## src/rtl/tms_pkg.sv

```systemverilog
// Package for the tone melody sequencer: request codes, item and result
// structs and note store sizing. No dependencies.
`default_nettype none

package tms_pkg;

  // Note store depth; a power of two so slot numbers wrap by truncation.
  localparam int unsigned NOTE_DEPTH = 64;
  localparam int unsigned PTR_W      = $clog2(NOTE_DEPTH);

  // Field widths of one input item and one result item.
  localparam int unsigned IDX_W  = 6;
  localparam int unsigned PER_W  = 16;
  localparam int unsigned DUR_W  = 16;
  localparam int unsigned HIGH_W = 15;
  localparam int unsigned NOTE_W = PER_W + DUR_W;

  typedef enum logic [1:0] {
    REQ_TICK  = 2'd0,
    REQ_WRITE = 2'd1,
    REQ_START = 2'd2,
    REQ_STOP  = 2'd3
  } req_e;

  typedef struct packed {
    logic [1:0]       req_type;
    logic [IDX_W-1:0] note_index;
    logic [PER_W-1:0] note_period;
    logic [DUR_W-1:0] note_duration;
  } item_t;

  typedef struct packed {
    logic              tone_on;
    logic [PER_W-1:0]  tone_period;
    logic [HIGH_W-1:0] tone_high_time;
    logic              playing;
    logic              song_ended;
  } result_t;

  // Map a note index onto a store slot, wrapping modulo the depth.
  function automatic logic [PTR_W-1:0] slot_of(logic [IDX_W-1:0] idx);
    return PTR_W'(idx);
  endfunction

endpackage

`default_nettype wire

```

## src/rtl/tms_if.sv

```systemverilog
// Valid/ready channel interfaces for request items and result items.
// Depends on tms_pkg for the field widths.
`default_nettype none

interface tms_req_if;
  logic                      valid;
  logic                      ready;
  logic [1:0]                req_type;
  logic [tms_pkg::IDX_W-1:0] note_index;
  logic [tms_pkg::PER_W-1:0] note_period;
  logic [tms_pkg::DUR_W-1:0] note_duration;

  modport source (output valid, req_type, note_index, note_period, note_duration,
                  input ready);
  modport sink (input valid, req_type, note_index, note_period, note_duration,
                output ready);
endinterface

interface tms_res_if;
  logic                       valid;
  logic                       ready;
  logic                       tone_on;
  logic [tms_pkg::PER_W-1:0]  tone_period;
  logic [tms_pkg::HIGH_W-1:0] tone_high_time;
  logic                       playing;
  logic                       song_ended;

  modport source (output valid, tone_on, tone_period, tone_high_time, playing,
                  song_ended, input ready);
  modport sink (input valid, tone_on, tone_period, tone_high_time, playing,
                song_ended, output ready);
endinterface

`default_nettype wire

```

## src/rtl/tms_note_mem.sv

```systemverilog
// Note store: one write port and one read port with registered read data.
// Depends on tms_pkg for depth and word width.
`default_nettype none

module tms_note_mem (
  input  wire logic                       clk_i,
  input  wire logic                       we_i,
  input  wire logic [tms_pkg::PTR_W-1:0]  waddr_i,
  input  wire logic [tms_pkg::NOTE_W-1:0] wdata_i,
  input  wire logic                       re_i,
  input  wire logic [tms_pkg::PTR_W-1:0]  raddr_i,
  output logic      [tms_pkg::NOTE_W-1:0] rdata_o
);
  import tms_pkg::*;

  logic [NOTE_W-1:0] mem_q [NOTE_DEPTH];
  logic [NOTE_W-1:0] rdata_q;

  // Write port.
  always_ff @(posedge clk_i) begin
    if (we_i) begin
      mem_q[waddr_i] <= wdata_i;
    end
  end

  // Read port; the data register holds while no read is issued.
  always_ff @(posedge clk_i) begin
    if (re_i) begin
      rdata_q <= mem_q[raddr_i];
    end
  end

  assign rdata_o = rdata_q;

endmodule

`default_nettype wire

```

## src/rtl/tms_seq_core.sv

```systemverilog
// Sequencer state and its next-state logic for one request item.
// Depends on tms_pkg for the item and result structs.
`default_nettype none

module tms_seq_core (
  input  wire logic                       clk_i,
  input  wire logic                       rst_ni,
  input  wire logic                       adv_i,
  input  wire tms_pkg::item_t             item_i,
  input  wire logic [tms_pkg::NOTE_W-1:0] entry_i,
  output logic      [tms_pkg::PTR_W-1:0]  rptr_next_o,
  output tms_pkg::result_t                result_o
);
  import tms_pkg::*;

  logic [PTR_W-1:0] rptr_q, rptr_d;
  logic [DUR_W-1:0] ticks_q, ticks_d;
  logic             active_q, active_d;
  logic             tone_q, tone_d;
  logic [PER_W-1:0] period_q, period_d;
  logic             ended;
  logic             load;
  logic [PTR_W-1:0] load_slot;
  logic [PER_W-1:0] entry_per;
  logic [DUR_W-1:0] entry_dur;

  assign entry_per = entry_i[PER_W-1:0];
  assign entry_dur = entry_i[NOTE_W-1:PER_W];

  // Next state for the item held in the input stage.
  always_comb begin
    rptr_d    = rptr_q;
    ticks_d   = ticks_q;
    active_d  = active_q;
    tone_d    = tone_q;
    period_d  = period_q;
    ended     = 1'b0;
    load      = 1'b0;
    load_slot = rptr_q;
    unique case (req_e'(item_i.req_type))
      REQ_TICK: begin
        if (active_q) begin
          if (ticks_q <= DUR_W'(1)) begin
            load = 1'b1;
          end else begin
            ticks_d = ticks_q - DUR_W'(1);
          end
        end
      end
      REQ_WRITE: begin
      end
      REQ_START: begin
        active_d  = 1'b1;
        load      = 1'b1;
        load_slot = slot_of(item_i.note_index);
      end
      REQ_STOP: begin
        active_d = 1'b0;
        tone_d   = 1'b0;
        ticks_d  = '0;
      end
      default: begin
      end
    endcase

    // Sound the fetched note; a zero duration is the end of the song.
    if (load) begin
      tone_d = 1'b0;
      if (entry_dur == '0) begin
        active_d = 1'b0;
        ticks_d  = '0;
        ended    = 1'b1;
      end else begin
        if (entry_per != '0) begin
          period_d = entry_per;
          tone_d   = 1'b1;
        end
        rptr_d  = PTR_W'(load_slot + PTR_W'(1));
        ticks_d = entry_dur;
      end
    end
  end

  // State commits only when the item moves on to the result register.
  always_ff @(posedge clk_i or negedge rst_ni) begin
    if (!rst_ni) begin
      rptr_q   <= '0;
      ticks_q  <= '0;
      active_q <= 1'b0;
      tone_q   <= 1'b0;
      period_q <= '0;
    end else if (adv_i) begin
      rptr_q   <= rptr_d;
      ticks_q  <= ticks_d;
      active_q <= active_d;
      tone_q   <= tone_d;
      period_q <= period_d;
    end
  end

  // The pointer that the next item will see, for the store read address.
  assign rptr_next_o = adv_i ? rptr_d : rptr_q;

  assign result_o.tone_on        = tone_d;
  assign result_o.tone_period    = period_d;
  assign result_o.tone_high_time = period_d[PER_W-1:1];
  assign result_o.playing        = active_d;
  assign result_o.song_ended     = ended;

  // The tone only sounds while a song is playing.
  assert property (@(posedge clk_i) disable iff (!rst_ni) tone_q |-> active_q)
    else $error("tone enabled while no song is playing");

  // An idle sequencer has no ticks left to count.
  assert property (@(posedge clk_i) disable iff (!rst_ni) !active_q |-> ticks_q == '0)
    else $error("ticks left while no song is playing");

  // A sounding tone always has a nonzero period loaded.
  assert property (@(posedge clk_i) disable iff (!rst_ni) tone_q |-> period_q != '0)
    else $error("tone enabled with zero period");

  // The end pulse always leaves the song stopped.
  assert property (@(posedge clk_i) disable iff (!rst_ni)
                   adv_i && ended |=> !active_q)
    else $error("song still playing after end marker");

endmodule

`default_nettype wire

```

## src/rtl/tone_melody_sequencer.sv

```systemverilog
// Top level of the tone melody sequencer: input stage, note store,
// sequencer core and result register. Depends on tms_pkg and tms_if.
//
//   Channel  Dir  Transfer when          Payload
//   in_i     in   in_i.valid & ready     req_type, note_index, note_period,
//                                        note_duration
//   out_o    out  out_o.valid & ready    tone_on, tone_period, tone_high_time,
//                                        playing, song_ended
//
// One item is taken every cycle while the result side does not stall; each item
// passes the input stage, then its result is offered from the result register.
// The note store read is issued at the input transfer, using
// the read pointer that the item ahead of it leaves behind.
// Reset clears the sequencer state and both stage valids; the note store is
// not cleared and needs no clearing pass.
// A stalled result holds the input stage, which then stops taking items.
`default_nettype none

module tone_melody_sequencer (
  input  wire logic clk_i,
  input  wire logic rst_ni,
  tms_req_if.sink   in_i,
  tms_res_if.source out_o
);
  import tms_pkg::*;

  logic             s1_valid_q;
  item_t            s1_item_q;
  logic             out_valid_q;
  result_t          out_q;
  logic             s1_adv;
  logic             in_xfer;
  logic [PTR_W-1:0] rptr_next;
  logic [PTR_W-1:0] raddr;
  logic [NOTE_W-1:0] entry;
  result_t          result;
  logic             is_write;
  logic             is_start;

  // Handshake between the input stage and the result register.
  assign s1_adv     = s1_valid_q && (!out_valid_q || out_o.ready);
  assign in_i.ready = !s1_valid_q || s1_adv;
  assign in_xfer    = in_i.valid && in_i.ready;

  assign is_write = (req_e'(in_i.req_type) == REQ_WRITE);
  assign is_start = (req_e'(in_i.req_type) == REQ_START);

  // A start reads its own slot; every other item reads the current pointer.
  assign raddr = is_start ? slot_of(in_i.note_index) : rptr_next;

  tms_note_mem u_mem (
    .clk_i   (clk_i),
    .we_i    (in_xfer && is_write),
    .waddr_i (slot_of(in_i.note_index)),
    .wdata_i ({in_i.note_duration, in_i.note_period}),
    .re_i    (in_xfer),
    .raddr_i (raddr),
    .rdata_o (entry)
  );

  tms_seq_core u_core (
    .clk_i       (clk_i),
    .rst_ni      (rst_ni),
    .adv_i       (s1_adv),
    .item_i      (s1_item_q),
    .entry_i     (entry),
    .rptr_next_o (rptr_next),
    .result_o    (result)
  );

  // Stage valids.
  always_ff @(posedge clk_i or negedge rst_ni) begin
    if (!rst_ni) begin
      s1_valid_q  <= 1'b0;
      out_valid_q <= 1'b0;
    end else begin
      if (in_xfer) begin
        s1_valid_q <= 1'b1;
      end else if (s1_adv) begin
        s1_valid_q <= 1'b0;
      end
      if (s1_adv) begin
        out_valid_q <= 1'b1;
      end else if (out_o.ready) begin
        out_valid_q <= 1'b0;
      end
    end
  end

  // Payload registers.
  always_ff @(posedge clk_i) begin
    if (in_xfer) begin
      s1_item_q.req_type      <= in_i.req_type;
      s1_item_q.note_index    <= in_i.note_index;
      s1_item_q.note_period   <= in_i.note_period;
      s1_item_q.note_duration <= in_i.note_duration;
    end
    if (s1_adv) begin
      out_q <= result;
    end
  end

  assign out_o.valid          = out_valid_q;
  assign out_o.tone_on        = out_q.tone_on;
  assign out_o.tone_period    = out_q.tone_period;
  assign out_o.tone_high_time = out_q.tone_high_time;
  assign out_o.playing        = out_q.playing;
  assign out_o.song_ended     = out_q.song_ended;

  // A stalled input stage keeps its item.
  assert property (@(posedge clk_i) disable iff (!rst_ni)
                   s1_valid_q && !s1_adv |=> s1_valid_q)
    else $error("input stage item lost while stalled");

  // An untaken result stays offered.
  assert property (@(posedge clk_i) disable iff (!rst_ni)
                   out_valid_q && !out_o.ready |=> out_valid_q)
    else $error("result dropped before transfer");

  // The input stage never overwrites an item that has not moved on.
  assert property (@(posedge clk_i) disable iff (!rst_ni)
                   in_xfer |-> !s1_valid_q || s1_adv)
    else $error("input transfer while stage is blocked");

endmodule

`default_nettype wire
```

## src/flat_wrapper.sv

```systemverilog
// flat-port wrapper written by rule: the top's interface ports become plain ports
module tone_melody_sequencer_flat import tms_pkg::*;
  (clk_i, rst_ni, in_i_valid, in_i_req_type, in_i_note_index, in_i_note_period, in_i_note_duration, in_i_ready, out_o_valid, out_o_tone_on, out_o_tone_period, out_o_tone_high_time, out_o_playing, out_o_song_ended, out_o_ready);
  tms_req_if in_i_i ();
  tms_res_if out_o_i ();
  input  wire logic clk_i;
  input  wire logic rst_ni;
  input wire logic [$bits(in_i_i.valid)-1:0] in_i_valid;
  input wire logic [$bits(in_i_i.req_type)-1:0] in_i_req_type;
  input wire logic [$bits(in_i_i.note_index)-1:0] in_i_note_index;
  input wire logic [$bits(in_i_i.note_period)-1:0] in_i_note_period;
  input wire logic [$bits(in_i_i.note_duration)-1:0] in_i_note_duration;
  output wire logic [$bits(in_i_i.ready)-1:0] in_i_ready;
  output wire logic [$bits(out_o_i.valid)-1:0] out_o_valid;
  output wire logic [$bits(out_o_i.tone_on)-1:0] out_o_tone_on;
  output wire logic [$bits(out_o_i.tone_period)-1:0] out_o_tone_period;
  output wire logic [$bits(out_o_i.tone_high_time)-1:0] out_o_tone_high_time;
  output wire logic [$bits(out_o_i.playing)-1:0] out_o_playing;
  output wire logic [$bits(out_o_i.song_ended)-1:0] out_o_song_ended;
  input wire logic [$bits(out_o_i.ready)-1:0] out_o_ready;
  assign in_i_i.valid = in_i_valid;
  assign in_i_i.req_type = in_i_req_type;
  assign in_i_i.note_index = in_i_note_index;
  assign in_i_i.note_period = in_i_note_period;
  assign in_i_i.note_duration = in_i_note_duration;
  assign in_i_ready = in_i_i.ready;
  assign out_o_valid = out_o_i.valid;
  assign out_o_tone_on = out_o_i.tone_on;
  assign out_o_tone_period = out_o_i.tone_period;
  assign out_o_tone_high_time = out_o_i.tone_high_time;
  assign out_o_playing = out_o_i.playing;
  assign out_o_song_ended = out_o_i.song_ended;
  assign out_o_i.ready = out_o_ready;
  tone_melody_sequencer u_core (.clk_i(clk_i), .rst_ni(rst_ni), .in_i(in_i_i), .out_o(out_o_i));
endmodule
```

## config.mk

```make
export PLATFORM = sky130hd
export DESIGN_NAME = tone_melody_sequencer_flat
export DESIGN_NICKNAME = d
export VERILOG_FILES = /design/src/rtl/tms_pkg.sv /design/src/rtl/tms_if.sv /design/src/rtl/tms_note_mem.sv /design/src/rtl/tms_seq_core.sv /design/src/rtl/tone_melody_sequencer.sv /design/src/flat_wrapper.sv
export SDC_FILE = /design/constraint.sdc
export NUM_CORES = 2
export LEC_CHECK = 0
export ABC_AREA = 1
export BUFFER_PORTS_ARGS = -buffer_cell sky130_fd_sc_hd__buf_2
export CAP_MARGIN = 30
export CORE_ASPECT_RATIO = 2
export CORE_MARGIN = 3
export CORE_UTILIZATION = 50
export DETAILED_ROUTE_END_ITERATION = 7
export HOLD_SLACK_MARGIN = 0.15
export PLACE_DENSITY = 0.65
export RECOVER_POWER = 100
export REMOVE_ABC_BUFFERS = 1
export SLEW_MARGIN = 20
export SYNTH_ARGS = -nofsm -noshare
export SYNTH_HDL_FRONTEND = slang
export SYNTH_SLANG_ARGS = --single-unit
```

## constraint.sdc

```tcl
create_clock -name clk_i -period 4.55 [get_ports clk_i]
set_input_delay 0.455 -clock clk_i [delete_from_list [all_inputs] [get_ports clk_i]]
set_output_delay 0.455 -clock clk_i [all_outputs]
set_load 0.02 [all_outputs]
```

==> flow_summary.ini <==
[global_routing]
grt_pass1_wl_mm = 401
grtUsageTotal_pct = 27.8
overflow = 0
grt_max_degree = 79
antenna_found_initial = 8
grt_pass1_vias = 63579

[floorplan]
ios = 80
core_area_mm2 = 0.186
num_rows = 224
die_x_um = 312
start_util_pct = 50.4
die_area_mm2 = 0.193
die_h_um = 619

[timing]
setup_slack_ps = 274
drv_slew = 2973
finalHoldViolCount = 0
timing.fmax_ghz = 0.234
min_period_ps = 4280
finalClockSkew_ps = 36.5
period_share_pct = 94.0
fin_tns_setup_ps = 0
setup_viol = 0
tightest_slew_ps = 3420
rsz0062_at_grt = false
max-slew-margin-rel_pct = -128

[cells_and_area]
drive_gt1_share_pct = 6.68
fin_nets = 9248
synthToLayoutAreaGrowth_pct = 11.4
final_util_pct = 56.1

[critical_path]
critPathTopFamily = simple AND/OR/NAND/NOR gates
crit_chain = nand3_1, nand2_1, nor3_1, nand4_1, clkbuf_1, nor2_2, clkbuf_4
timing.critical_path.buf_inv = 2
crit_slowest_cell = nor2_2
critPathRequiredTime_ps = 5010
worstSetupPathType = reg -> reg
cpPeakStageDelay_ps = 1110
path_max_fanout = 20
worst_setup_path_start_kind = register
cp.arrival_ps = 4740
cp-end-kind = register

[placed_design]
portBuffers = 79
place.gp.congestion = 0.892
hpwlAfterDp_mm = 158
place_ws_ps = 701

[drt]
drt_iter0_drc = 7080
wl_per_cell_um = 23.1
dr.pass1.iters = 8
wl_mm = 274
ant_nets = 0
drc = 3
vias_per_cell = 5.53
vias = 65434

[clocking]
path_clk_slew_ps = 70
clk_path_buf_depth = 4
cts_buffers = 189
htreeDepth = 4
ctsResizeCount = 0
insertion_delay_ps = 840
cts_tree = done
cts_sinks = 2149
root_buffer = clkbuf_16

[yosys]
syn_inst = 9059
synth_common_cells = nand2_1 (2230), edfxtp_1 (2107), nand3_1 (2003), inv_1 (1954), buf_2 (320)
synth_most_common_cell = nand2_1
synth_edf_count = 2107
yosysWarningCount = 0
ys_ff_latch = 2149
yosys.area.top_type = edfxtp_1
synthArstFlopShare_pct = 1.95
ys_top_cells_by_area = edfxtp_1 (67%), nand3_1 (11%), nand2_1 (8.9%), inv_1 (7.8%), buf_2 (1.7%)
seq_area_frac_synth_pct = 68.5
synth_area_mm2 = 0.0939
synth_top_cell_area_share_pct = 67.4
synth.distinct_cells = 38
syn-mean-instance-area_um2 = 10.4
synth_ff_type = edfxtp_1

[power_and_ir_drop]
seq_power_share_pct = 42.1
p_comb_share_pct = 27.9
clkPwrFrac_pct = 30.0
power_density_mw_per_mm2 = 518
p_sw_uw = 18200
switching_share_pct = 33.6
internal-power_uw = 35900
p_leak_uw = 0.0440
peakVddDrop_v = 0.000525

[status]
status = complete, but fails checks
violations = DRC, capacitance limit, slew limit

[worst_hold_path]
hold_class = in -> reg

[job]
maxCapViolations = 78
==> worst paths after layout <==
| path | start | to | slack, ps | cells past startpoint |
|---|---|---|---|---|
| worst min-delay path | out_o_ready | u_core.out_o.valid | 430 | 5 |
| worst min register to register | u_core.u_core.ticks_q[15] | u_core.u_core.ticks_q[15] | 500 | 2 |
| worst max-delay path | u_core.out_o.valid | u_core.u_mem.mem_q[28][0] | 270 | 7 |
| worst max register to register | u_core.out_o.valid | u_core.u_mem.mem_q[28][0] | 270 | 7 |
| max in group asynchronous | rst_ni | u_core.u_core.ticks_q[0] | 1620 | 3 |
| min in group asynchronous | rst_ni | u_core.u_core.period_q[9] | 1230 | 3 |
==> power by group through the flow <==
stage               Combinational, µW  Sequential [µW]  Clock (µW)
floorplan                       10800            22900           0
global placement                14800            23200           0
detailed placement              15000            23100           0
CTS                             15100            22700       16400
global route                    16400            22800       17000
finish                          15100            22800       16200
==> cells by family after synthesis <==
logic type               after synthesis  synth area share (%)
AND/OR/NAND/NOR                     4378                  20.3
multiplexers                           2                0.0227
adder cells (fa/ha/maj)                3                0.0400
buffers and inverters               2434                  10.5
flip-flops                          2149                  68.5
AO/OA/AOI/OAI                         84                 0.500
XOR/XNOR                               9                0.0840
==> routing by layer <==
metal  share of wire (%)  up-vias  global-route usage, %  wire [µm]
li1                    -    29545                      -          -
met1                  35    31627                   32.5      95900
met2                  50     3308                   48.8     136000
met3                 8.1      952                   3.84      22300
met4                 7.1        2                   16.6      19300
met5              0.0037        -                      0         10
==> flip-flops by register name (all words and copies together), names as in the netlist, 2 cells and up <==
register                     cells
u_core.out_o.tone_high_time     14
u_core.u_mem.rdata_o            32
u_core.out_o.tone_period         2
u_core.s1_item_q                 8
u_core.u_core.rptr_q             6
u_core.u_core.ticks_q           16
u_core.u_core.period_q          16
u_core.u_mem.mem_q            2048
==> worst register-to-register path, delay by kind of cell (launching register included) <==
kind,cells,cell delay [ps]
and+or+nand+nor,5,2250
DFF,1,390
buffers and inverters,2,1230
==> stage by stage <==
| stage | instances | hold slack, ps | instance area [µm²] | total power, µW |
|---|---|---|---|---|
| 3_5_place_dp | 11474 | 482 | 99100 | 38200 |
| 3_3_place_gp | 11461 | 481 | 98800 | 37900 |
| 2_1_floorplan | 8583 | 159 | 91300 | 33700 |
| 5_1_grt | 11828 | 466 | 105000 | 56200 |
| 6_report | 11835 | 429 | 105000 | 54100 |
| 4_1_cts | 11827 | 170 | 105000 | 54200 |
==> area by class of cell <==
cell class                      instances  area (µm²)
Fill cell                           15517       81800
Clock buffer                          219        4890
Multi-Input combinational cell       4476       20000
Tap cell                             2486        3110
Clock inverter                        112        1170
Inverter                             1958        7360
Sequential cell                      2149       64300
Antenna cell                            8        20.0
Timing Repair Buffer                  427        3630
==> placed cells by master (no fill, tap or decap), drive strengths merged <==
cell type and n:
a21oi 27, a22o 2, a22oi 3, a31oi 1, a32oi 1, buf 233, bufinv 23, clkbuf 391
clkinv 83, clkinvlp 6, dfrtp 42, diode 8, dlygate4sd3 22, edfxtp 2107, ha 3, inv 1958
mux2 1, mux2i 1, nand2 2234, nand3 2007, nand4 17, nor2 111, nor3 4, nor4 4
o21ai 42, o22ai 5, o32ai 2, o41ai 1, or2 1, xnor2 3, xor2 6
==> what timing repair did <==
item	4_1_cts	5_1_grt
hold buffers	22	0
hold endpoints to repair	295	0
buffers inserted	0	0
Note: power is estimated with default switching activity, not from simulation.
